## config.mk

```make
export PLATFORM = sky130hd
export DESIGN_NAME = line_substring_filter_unit_flat
export DESIGN_NICKNAME = d
export VERILOG_FILES = /design/src/design/lsf_pkg.sv /design/src/design/lsf_if.sv /design/src/design/line_substring_filter_unit.sv /design/src/design/lsf_cfg_regs.sv /design/src/design/lsf_input_stage.sv /design/src/design/lsf_match_core.sv /design/src/design/lsf_output_stage.sv /design/src/flat_wrapper.sv
export VERILOG_INCLUDE_DIRS = /design/src /design/src/design
export SDC_FILE = /design/constraint.sdc
export NUM_CORES = 1
export LEC_CHECK = 0
export BUFFER_PORTS_ARGS = -buffer_cell sky130_fd_sc_hd__buf_4
export CAP_MARGIN = 10
export CORE_AREA = 2 2 231 233
export DETAILED_ROUTE_END_ITERATION = 8
export DIE_AREA = 0 0 233 235
export PLACE_DENSITY = 0.71
export SETUP_SLACK_MARGIN = 0.05
export SLEW_MARGIN = 20
export SYNTH_ARGS = -nofsm -noshare
export SYNTH_HDL_FRONTEND = slang
export SYNTH_SLANG_ARGS = --single-unit
```

## constraint.sdc

```tcl
create_clock -name clk -period 7.6 [get_ports clk]
set_input_delay 1.14 -clock clk [delete_from_list [all_inputs] [get_ports clk]]
set_output_delay 1.14 -clock clk [all_outputs]
set_load 0.03 [all_outputs]
```

## src/design/assert_macros.svh

```systemverilog
// Assertion helpers for the design files
`ifndef ASSERT_MACROS_SVH
`define ASSERT_MACROS_SVH

`ifndef SYNTHESIS

// Property checked on every rising edge outside reset
`define LSF_ASSERT(label, clk, rst_n, prop, msg) \
    label: assert property (@(posedge clk) disable iff (!rst_n) (prop)) else $error(msg);

// Implication checked on every rising edge outside reset
`define LSF_ASSERT_IMP(label, clk, rst_n, pre, post, msg) \
    label: assert property (@(posedge clk) disable iff (!rst_n) (pre) |-> (post)) \
        else $error(msg);

`else

`define LSF_ASSERT(label, clk, rst_n, prop, msg)
`define LSF_ASSERT_IMP(label, clk, rst_n, pre, post, msg)

`endif

`endif

```

## src/design/lsf_pkg.sv

```systemverilog
package lsf_pkg;

    localparam int PATTERN_MAX = 16;
    localparam int TEXT_MAX    = 4096;

    localparam int POS_W       = 13;
    localparam int LEN_W       = 5;
    localparam int WIN_IDX_W   = (PATTERN_MAX > 1) ? $clog2(PATTERN_MAX) : 1;
    localparam int CFG_INDEX_W = 2;
    localparam int CFG_DATA_W  = 64;

    localparam logic [7:0]       NEWLINE_BYTE   = 8'd10;
    localparam logic [LEN_W-1:0] PATTERN_LEN_RESET = LEN_W'(1);

    // Configuration register indexes
    typedef enum logic [CFG_INDEX_W-1:0] {
        REG_PATTERN_LENGTH = 2'd0,
        REG_PATTERN_LOW    = 2'd1,
        REG_PATTERN_HIGH   = 2'd2
    } cfg_reg_t;

    typedef struct packed {
        logic [LEN_W-1:0]             length;
        logic [PATTERN_MAX-1:0][7:0]  pattern;   // pattern[k] is byte k
    } cfg_t;

    typedef struct packed {
        logic       end_of_text;
        logic [7:0] text_byte;
    } item_t;

    // Input register contents handed to the match core
    typedef struct packed {
        logic  valid;
        item_t item;
    } stage_t;

    typedef struct packed {
        logic [POS_W-1:0] line_offset;
        logic [POS_W-1:0] line_length;
        logic [POS_W-1:0] line_index;
        logic             text_done;
    } result_t;

    // Control between the result register and the rest of the pipe
    typedef struct packed {
        logic advance;     // result slot free: the pipe moves this cycle
        logic out_valid;   // a result is held for the sink
    } pipe_ctrl_t;

endpackage

```

## src/design/lsf_if.sv

```systemverilog
// Text byte channel
interface lsf_text_if;
    import lsf_pkg::*;

    logic       valid;
    logic       ready;
    logic [7:0] text_byte;
    logic       end_of_text;

    modport source (output valid, output text_byte, output end_of_text, input ready);
    modport sink   (input valid, input text_byte, input end_of_text, output ready);
endinterface

// Matching line channel
interface lsf_line_if;
    import lsf_pkg::*;

    logic             valid;
    logic             ready;
    logic [POS_W-1:0] line_offset;
    logic [POS_W-1:0] line_length;
    logic [POS_W-1:0] line_index;
    logic             text_done;

    modport source (output valid, output line_offset, output line_length,
                    output line_index, output text_done, input ready);
    modport sink   (input valid, input line_offset, input line_length,
                    input line_index, input text_done, output ready);
endinterface

```

## src/design/line_substring_filter_unit.sv

```systemverilog
// Line substring filter. Takes one text byte per cycle on text_in and reports on
// line_out every line (ended by a newline byte or by an end_of_text request) that
// contains the configured pattern of 1 to 16 bytes, with the line's start offset,
// length, index and whether end of text closed it. Throughput is one request per
// clock while the sink keeps up; a request passes an input register and is compared
// combinationally against a 16-byte shift window, and a line that it closes is held
// in the result register. While a line waits for the sink, one further byte is held
// in the input register and the input then stalls until the sink takes the line.
// Positions saturate at 4096 bytes; later bytes up to end of text are dropped.
// Write the pattern registers only while the unit is idle.
`include "assert_macros.svh"

module line_substring_filter_unit
    import lsf_pkg::*;
(
    input  logic                   clk,
    input  logic                   rst_n,
    lsf_text_if.sink               text_in,
    lsf_line_if.source             line_out,
    input  logic                   cfg_write,
    input  logic [CFG_INDEX_W-1:0] cfg_index,
    input  logic [CFG_DATA_W-1:0]  cfg_data
);

    cfg_t       cfg;
    stage_t     stage;
    pipe_ctrl_t ctrl;
    logic       res_valid;
    result_t    res;

    lsf_cfg_regs u_cfg (
        .clk       (clk),
        .rst_n     (rst_n),
        .cfg_write (cfg_write),
        .cfg_index (cfg_index),
        .cfg_data  (cfg_data),
        .cfg       (cfg)
    );

    lsf_input_stage u_input (
        .clk     (clk),
        .rst_n   (rst_n),
        .text_in (text_in),
        .ctrl    (ctrl),
        .stage   (stage)
    );

    lsf_match_core u_core (
        .clk       (clk),
        .rst_n     (rst_n),
        .cfg       (cfg),
        .stage     (stage),
        .ctrl      (ctrl),
        .res_valid (res_valid),
        .res       (res)
    );

    lsf_output_stage u_output (
        .clk       (clk),
        .rst_n     (rst_n),
        .res_valid (res_valid),
        .res       (res),
        .line_out  (line_out),
        .ctrl      (ctrl)
    );

    // Checks
    `LSF_ASSERT_IMP(a_ready_when_empty, clk, rst_n, !stage.valid, text_in.ready, "input stage empty but not ready")
    `LSF_ASSERT_IMP(a_held_when_blocked, clk, rst_n, stage.valid && !ctrl.advance, ##1 stage.valid, "held request lost while blocked")
    `LSF_ASSERT_IMP(a_line_nonempty, clk, rst_n, ctrl.out_valid, line_out.line_length != '0, "matching line reported with no bytes")
    `LSF_ASSERT_IMP(a_index_le_offset, clk, rst_n, ctrl.out_valid, line_out.line_index <= line_out.line_offset, "line index beyond its offset")
    `LSF_ASSERT_IMP(a_line_in_text, clk, rst_n, ctrl.out_valid, ({1'b0, line_out.line_offset} + {1'b0, line_out.line_length}) <= (POS_W + 1)'(TEXT_MAX), "line runs past the text limit")

endmodule

```

## src/design/lsf_cfg_regs.sv

```systemverilog
module lsf_cfg_regs
    import lsf_pkg::*;
(
    input  logic                   clk,
    input  logic                   rst_n,
    input  logic                   cfg_write,
    input  logic [CFG_INDEX_W-1:0] cfg_index,
    input  logic [CFG_DATA_W-1:0]  cfg_data,
    output cfg_t                   cfg
);

    logic [LEN_W-1:0]      length_reg, length_next;
    logic [CFG_DATA_W-1:0] low_reg, low_next;
    logic [CFG_DATA_W-1:0] high_reg, high_next;

    // Register decode
    always_comb
    begin
        length_next = length_reg;
        low_next    = low_reg;
        high_next   = high_reg;
        if (cfg_write)
        begin
            case (cfg_reg_t'(cfg_index))
                REG_PATTERN_LENGTH: length_next = cfg_data[LEN_W-1:0];
                REG_PATTERN_LOW:    low_next    = cfg_data;
                REG_PATTERN_HIGH:   high_next   = cfg_data;
                default:            ;   // unknown index, write dropped
            endcase
        end
    end

    always_ff @(posedge clk or negedge rst_n)
    begin
        if (!rst_n)
        begin
            length_reg <= PATTERN_LEN_RESET;
            low_reg    <= '0;
            high_reg   <= '0;
        end
        else
        begin
            length_reg <= length_next;
            low_reg    <= low_next;
            high_reg   <= high_next;
        end
    end

    assign cfg.length  = length_reg;
    assign cfg.pattern = {high_reg, low_reg};

endmodule

```

## src/design/lsf_input_stage.sv

```systemverilog
module lsf_input_stage
    import lsf_pkg::*;
(
    input  logic       clk,
    input  logic       rst_n,
    lsf_text_if.sink   text_in,
    input  pipe_ctrl_t ctrl,
    output stage_t     stage
);

    logic  valid_reg, valid_next;
    item_t item_reg;
    logic  accept;

    // Take a new request when none is held or the held one leaves this cycle
    assign text_in.ready = !valid_reg || ctrl.advance;
    assign accept        = text_in.valid && text_in.ready;

    always_comb
    begin
        valid_next = valid_reg;
        if (accept)
            valid_next = 1'b1;
        else if (ctrl.advance)
            valid_next = 1'b0;
    end

    always_ff @(posedge clk or negedge rst_n)
    begin
        if (!rst_n)
            valid_reg <= 1'b0;
        else
            valid_reg <= valid_next;
    end

    // Payload, no reset
    always_ff @(posedge clk)
    begin
        if (accept)
        begin
            item_reg.text_byte   <= text_in.text_byte;
            item_reg.end_of_text <= text_in.end_of_text;
        end
    end

    assign stage.valid = valid_reg;
    assign stage.item  = item_reg;

endmodule

```

## src/design/lsf_match_core.sv

```systemverilog
module lsf_match_core
    import lsf_pkg::*;
(
    input  logic       clk,
    input  logic       rst_n,
    input  cfg_t       cfg,
    input  stage_t     stage,
    input  pipe_ctrl_t ctrl,
    output logic       res_valid,
    output result_t    res
);

    logic [PATTERN_MAX-1:0][7:0] window_reg, window_next, window_shift;
    logic [LEN_W-1:0]            count_reg, count_next, count_shift;
    logic                        match_reg, match_next;
    logic [POS_W-1:0]            pos_reg, pos_next, pos_inc;
    logic [POS_W-1:0]            begin_reg, begin_next;
    logic [POS_W-1:0]            line_reg, line_next;

    logic                        step;
    logic [LEN_W-1:0]            len_eff;
    logic [PATTERN_MAX-1:0]      pos_ok;
    logic [LEN_W-1:0]            pat_idx [PATTERN_MAX];
    logic                        hit;

    assign step    = stage.valid && ctrl.advance;
    assign pos_inc = pos_reg + POS_W'(1);

    // Window after taking the byte, newest in entry 0
    assign window_shift = {window_reg[PATTERN_MAX-2:0], stage.item.text_byte};
    assign count_shift  = (count_reg < LEN_W'(PATTERN_MAX)) ? count_reg + LEN_W'(1)
                                                            : count_reg;

    // Effective pattern length, clipped to the window size
    assign len_eff = (cfg.length > LEN_W'(PATTERN_MAX)) ? LEN_W'(PATTERN_MAX) : cfg.length;

    // Window entry j lines up with pattern byte len_eff-1-j
    always_comb
    begin
        for (int j = 0; j < PATTERN_MAX; j++)
        begin
            pat_idx[j] = len_eff - LEN_W'(j) - LEN_W'(1);
            pos_ok[j]  = (LEN_W'(j) >= len_eff) ||
                         (window_shift[j] == cfg.pattern[pat_idx[j][WIN_IDX_W-1:0]]);
        end
    end

    assign hit = (len_eff != '0) && (count_shift >= len_eff) && (&pos_ok);

    // State update and line close
    always_comb
    begin
        window_next = window_reg;
        count_next  = count_reg;
        match_next  = match_reg;
        pos_next    = pos_reg;
        begin_next  = begin_reg;
        line_next   = line_reg;
        res_valid   = 1'b0;

        res.line_offset = begin_reg;
        res.line_length = pos_reg - begin_reg;
        res.line_index  = line_reg;
        res.text_done   = stage.item.end_of_text;

        if (step)
        begin
            if (stage.item.end_of_text)
            begin
                // end of text: report, then start a fresh text
                res_valid   = match_reg;
                window_next = '0;
                count_next  = '0;
                match_next  = 1'b0;
                pos_next    = '0;
                begin_next  = '0;
                line_next   = '0;
            end
            else if (pos_reg < POS_W'(TEXT_MAX))
            begin
                if (stage.item.text_byte == NEWLINE_BYTE)
                begin
                    res_valid   = match_reg;
                    window_next = '0;
                    count_next  = '0;
                    match_next  = 1'b0;
                    pos_next    = pos_inc;
                    begin_next  = pos_inc;
                    line_next   = line_reg + POS_W'(1);
                end
                else
                begin
                    window_next = window_shift;
                    count_next  = count_shift;
                    pos_next    = pos_inc;
                    match_next  = match_reg || hit;
                end
            end
        end
    end

    always_ff @(posedge clk or negedge rst_n)
    begin
        if (!rst_n)
        begin
            window_reg <= '0;
            count_reg  <= '0;
            match_reg  <= 1'b0;
            pos_reg    <= '0;
            begin_reg  <= '0;
            line_reg   <= '0;
        end
        else
        begin
            window_reg <= window_next;
            count_reg  <= count_next;
            match_reg  <= match_next;
            pos_reg    <= pos_next;
            begin_reg  <= begin_next;
            line_reg   <= line_next;
        end
    end

endmodule

```

## src/design/lsf_output_stage.sv

```systemverilog
module lsf_output_stage
    import lsf_pkg::*;
(
    input  logic        clk,
    input  logic        rst_n,
    input  logic        res_valid,
    input  result_t     res,
    lsf_line_if.source  line_out,
    output pipe_ctrl_t  ctrl
);

    logic    valid_reg, valid_next;
    result_t data_reg;
    logic    free;

    // Slot is free when empty or being taken this cycle
    assign free = !valid_reg || line_out.ready;

    always_comb
    begin
        valid_next = valid_reg;
        if (free)
            valid_next = res_valid;
    end

    always_ff @(posedge clk or negedge rst_n)
    begin
        if (!rst_n)
            valid_reg <= 1'b0;
        else
            valid_reg <= valid_next;
    end

    always_ff @(posedge clk)
    begin
        if (free && res_valid)
            data_reg <= res;
    end

    assign line_out.valid       = valid_reg;
    assign line_out.line_offset = data_reg.line_offset;
    assign line_out.line_length = data_reg.line_length;
    assign line_out.line_index  = data_reg.line_index;
    assign line_out.text_done   = data_reg.text_done;

    assign ctrl.advance   = free;
    assign ctrl.out_valid = valid_reg;

endmodule
```

## src/flat_wrapper.sv

```systemverilog
// flat-port wrapper written by rule: the top's interface ports become plain ports
module line_substring_filter_unit_flat import lsf_pkg::*;
  (clk, rst_n, cfg_write, cfg_index, cfg_data, text_in_valid, text_in_text_byte, text_in_end_of_text, text_in_ready, line_out_valid, line_out_line_offset, line_out_line_length, line_out_line_index, line_out_text_done, line_out_ready);
  lsf_text_if text_in_i ();
  lsf_line_if line_out_i ();
  input  logic clk;
  input  logic rst_n;
  input  logic cfg_write;
  input  logic [CFG_INDEX_W-1:0] cfg_index;
  input  logic [CFG_DATA_W-1:0] cfg_data;
  input wire logic [$bits(text_in_i.valid)-1:0] text_in_valid;
  input wire logic [$bits(text_in_i.text_byte)-1:0] text_in_text_byte;
  input wire logic [$bits(text_in_i.end_of_text)-1:0] text_in_end_of_text;
  output wire logic [$bits(text_in_i.ready)-1:0] text_in_ready;
  output wire logic [$bits(line_out_i.valid)-1:0] line_out_valid;
  output wire logic [$bits(line_out_i.line_offset)-1:0] line_out_line_offset;
  output wire logic [$bits(line_out_i.line_length)-1:0] line_out_line_length;
  output wire logic [$bits(line_out_i.line_index)-1:0] line_out_line_index;
  output wire logic [$bits(line_out_i.text_done)-1:0] line_out_text_done;
  input wire logic [$bits(line_out_i.ready)-1:0] line_out_ready;
  assign text_in_i.valid = text_in_valid;
  assign text_in_i.text_byte = text_in_text_byte;
  assign text_in_i.end_of_text = text_in_end_of_text;
  assign text_in_ready = text_in_i.ready;
  assign line_out_valid = line_out_i.valid;
  assign line_out_line_offset = line_out_i.line_offset;
  assign line_out_line_length = line_out_i.line_length;
  assign line_out_line_index = line_out_i.line_index;
  assign line_out_text_done = line_out_i.text_done;
  assign line_out_i.ready = line_out_ready;
  line_substring_filter_unit u_core (.clk(clk), .rst_n(rst_n), .text_in(text_in_i), .line_out(line_out_i), .cfg_write(cfg_write), .cfg_index(cfg_index), .cfg_data(cfg_data));
endmodule
```

==> run summary <==
The design draws 8.07 mW. The first detailed-routing pass ran for 5 iterations. Relative to the synthesized area, the layout overhead comes to 11.5%. The number of port buffers was 121; the count of different cell masters after synthesis was 73. The worst hold path was traced through 0 stages. The signal on the critical path passes through nand2b_2 > inv_2 > ha_1 > xnor2_4 > buf_4 > mux4_2 > a211oi_1 > mux2i_1 > xor2_1 > nor4_1 > a21oi_1 > or4_1 > o31ai_2. The critical path depth was 13; the number of nets in the layout was 2296. The post-route netlist has 24.3% of its cells at a drive strength greater than 1. The power density of the placed cells was 310 nW/um^2; the filler cell count was 4629. The kind of path behind the tightest hold check is reg2reg. The net count of the mapped netlist is 2248, and the relative contribution of the clock network to total power is 22.8%.

On the final layout, the worst clock skew is 0.0141 ns. The width of the die works out to 233 microns. The initial antenna violation count came out at 0. In the layout the commonest cells are nand2_1, dfrtp_1, o21ai_0. Count of H-tree levels built during CTS: 2. The transition time at the pin with the least slew margin is 1.07 ns. The register with the most flip-flops in the layout has 120 of them. The floorplan step defined a core boundary enclosing 52200 sq um.

The flow ran to the end, and the final reports show no timing, DRC or antenna violations. Maximum vdd ir drop: 198 uV. Sum of routed wire length over all layers: 76400 microns.

After the first detailed-routing iteration, the DRC count stood at 2480. The final-layout worst hold slack was 0.442 ns; the fraction of registers with async set/reset was 86.0%. Sequential cells account for 30.5% of the total power. Setup repair after global routing left no endpoint under its margin.

The half-perimeter wire length of the detailed placement result came out at 57400 microns. The total number of yosys warnings came out at 0. The run gives 0 as the count of nets left with antenna violations after detail routing. The critical path in this run is classified as reg2reg. After clock tree synthesis, the clock-pin slew on the worst setup and hold paths is 0.07 ns. The repair_antennas step left the layout with diodes totalling 0. The most frequent standard cell in the layout excluding fill and tap cells is nand2_1. Relative slew slack: 28.2%. The average cell area after synthesis came out at 10.9 sq um. TritonCTS built the clock tree. Counting flops and latches in the post-synthesis netlist gives 349.

At the placement stage, the worst setup path has a slack of 2.58 ns. The net load switching power was 3.25 mW. The largest buffer count on any clock path is 3. In the synthesized netlist the dominant register cell turns out to be dfrtp_1.

The area of the die is 54800 sq um, and the number of buffer and inverter instances along the worst setup path is 2. Setup violations remaining at the end of the flow were counted as 0. The tools report the sequential element share of the synthesized area as 38.4%. The post-cts repair resize count is 0.

The biggest fanout along the worst timing path is 23. Arrival time at the worst endpoint: 5.64 ns. The number of cells on the worst reg-to-reg path is 13.

Dividing the final minimum period by the clock period gives 67.7%. The tree built by TritonCTS fans out to 349 sinks. In this run, synthesis inferred 49 flip-flops with an integrated enable. Across all setup checks in the final design, the least slack found is 2.45 ns.

Row generation in the floorplan step produced 84 rows. The kind of cell with the highest combined delay on the critical path is simple AND/OR/NAND/NOR gates. Based on the critical path, the design can be clocked at up to 194 MHz. The leakage component of the power came out at 10.7 nW. Number of global-route vias before repair: 18000. The initial utilization of the core area, before any placement, comes to 44.8%. Entering global routing, the biggest net connects 155 pins. For this run, design rule violations remaining after detail routing come to 0. The count of final max-slew check failures is 0.

The switching fraction of total power came out at 40.3%. The tree is rooted in a clkbuf_16. Counting I/O delays and the setup requirement, the final critical path takes 5.15 ns. For the via count, the log shows 18700. The global-route congestion overflow total was 0. The first global-routing pass estimated 115000 microns of wire.

In this design, the stage delay of the slowest critical-path cell is 0.81 ns. Max-cap violations in this run came to 0. The data required time at the worst endpoint was 8.09 ns. The logs give 0 for the buffers inserted during post-CTS setup optimization and 46.7% for the share of total power in combinational logic.

Netlist area before placement: 23400 sq um. The final hold violation count was 0; the total I/O pin count was 122. Cells fill 49.9% of the core in the end.

The die height is 235 microns, and the internal power component is 4.82 mW. The final weighted congestion in routability-driven placement came out at 1.08. Synthesis handed over a netlist of 2143 instances.

The clock latency on the worst-skew pair is 0.58 ns. Via-per-instance ratio: 6.43. The master of the slowest instance on the critical path was dfrtp_1. Average routed wire per standard cell: 26.3 microns. The worst setup path is launched from a flop.

STA classifies the critical path endpoint as a flop. Global routing used 27.9% of the available tracks. In this run, post-CTS hold repair placed 0 buffers. In the final timing run, aggregate negative setup slack is 0 ns. For the number of CTS-inserted buffers, the log shows 39.
[cell usage after synthesis (24+ instances only)]
| master | number | share of area [%] |
|---|---|---|
| nand3_1 | 40 | 0.86 |
| xor2_1 | 80 | 3.0 |
| a22oi_1 | 31 | 0.99 |
| edfxtp_1 | 49 | 6.3 |
| mux4_2 | 156 | 15 |
| a21oi_1 | 35 | 0.75 |
| mux2_2 | 139 | 6.7 |
| clkbuf_1 | 104 | 1.7 |
| ha_1 | 24 | 1.3 |
| nor2_1 | 44 | 0.71 |
| inv_1 | 29 | 0.47 |
| o21ai_0 | 172 | 3.7 |
| dfrtp_1 | 299 | 32 |
| mux2i_1 | 160 | 6.8 |
| xnor2_1 | 90 | 3.4 |
| nand2_1 | 347 | 5.6 |
[per-stage QoR]
stage / instances / cell area [sq um]
2_1_floorplan: 2143 / 23400
4_1_cts: 2909 / 26100
6_report: 2909 / 26100
3_3_place_gp: 2838 / 24800
5_1_grt: 2909 / 26100
3_5_place_dp: 2838 / 24800
[worst paths after layout]
| check | startpoint | slack (ns) | endpoint |
|---|---|---|---|
| min in group asynchronous | rst_n | 0.55 | u_core.u_cfg.high_reg[45]$_DFFE_PN0P_ |
| min reg2reg | u_core.u_core.begin_reg[9]$_DFFE_PN0P_ | 0.44 | u_core.u_output.line_out.line_offset[9]$_DFFE_PP_ |
| min | u_core.u_core.begin_reg[9]$_DFFE_PN0P_ | 0.44 | u_core.u_output.line_out.line_offset[9]$_DFFE_PP_ |
| max reg2reg | u_core.u_cfg.length_reg[1]$_DFFE_PN0P_ | 2.45 | u_core.u_core.match_reg$_DFFE_PN0P_ |
| max in group asynchronous | rst_n | 5.72 | u_core.u_core.begin_reg[6]$_DFFE_PN0P_ |
| max | u_core.u_cfg.length_reg[1]$_DFFE_PN0P_ | 2.45 | u_core.u_core.match_reg$_DFFE_PN0P_ |
[routing by layer]
| layer | vias up | track usage, % | wire length [microns] |
|---|---|---|---|
| li1 | 8045 | - | - |
| met1 | 9380 | 39.0 | 30500 |
| met2 | 1097 | 42.2 | 34400 |
| met3 | 176 | 5.19 | 7900 |
| met4 | 0 | 12.1 | 3630 |
| met5 | - | 0 | 0 |
[worst register-to-register path: cells and delay by family (launching register included)]
kind / cells / cell delay (ns)
adder cells (fa/ha/maj): 1 / 0.50
multiplexers: 2 / 0.47
XOR/XNOR: 2 / 0.59
buffers and inverters: 2 / 0.83
flip-flops: 1 / 0.81
AND/OR/NAND/NOR: 3 / 1.19
AO/OA/AOI/OAI: 3 / 0.67
[power groups by stage]
stage               sequential, mW  combinational [mW]  clock, mW
CTS                           2.43                3.71       1.88
global route                  2.47                3.97       1.95
detailed placement            2.47                3.70          0
global placement              2.46                3.64          0
finish                        2.46                3.77       1.84
floorplan                     2.27                2.77          0
[layout make-up]
cell class	instances	area, sq um	share of cell area (%)
sequential	349	8980	34.4
clock inverter	14	103	0.394
multi-input combinational	1606	13600	52.3
clock buffer	57	1130	4.35
tap	688	861	3.30
timing repair buffer	163	1240	4.77
inverter	32	123	0.470
[cell families after synthesis]
logic type / synth area share (%)
buffers and inverters: 3.60
adder cells (fa/ha/maj): 1.37
flip-flops: 38.4
XOR/XNOR: 6.62
AND/OR/NAND/NOR: 11.1
AO/OA/AOI/OAI: 10.3
multiplexers: 28.7
No activity file was read; power rests on OpenSTA's default activity.
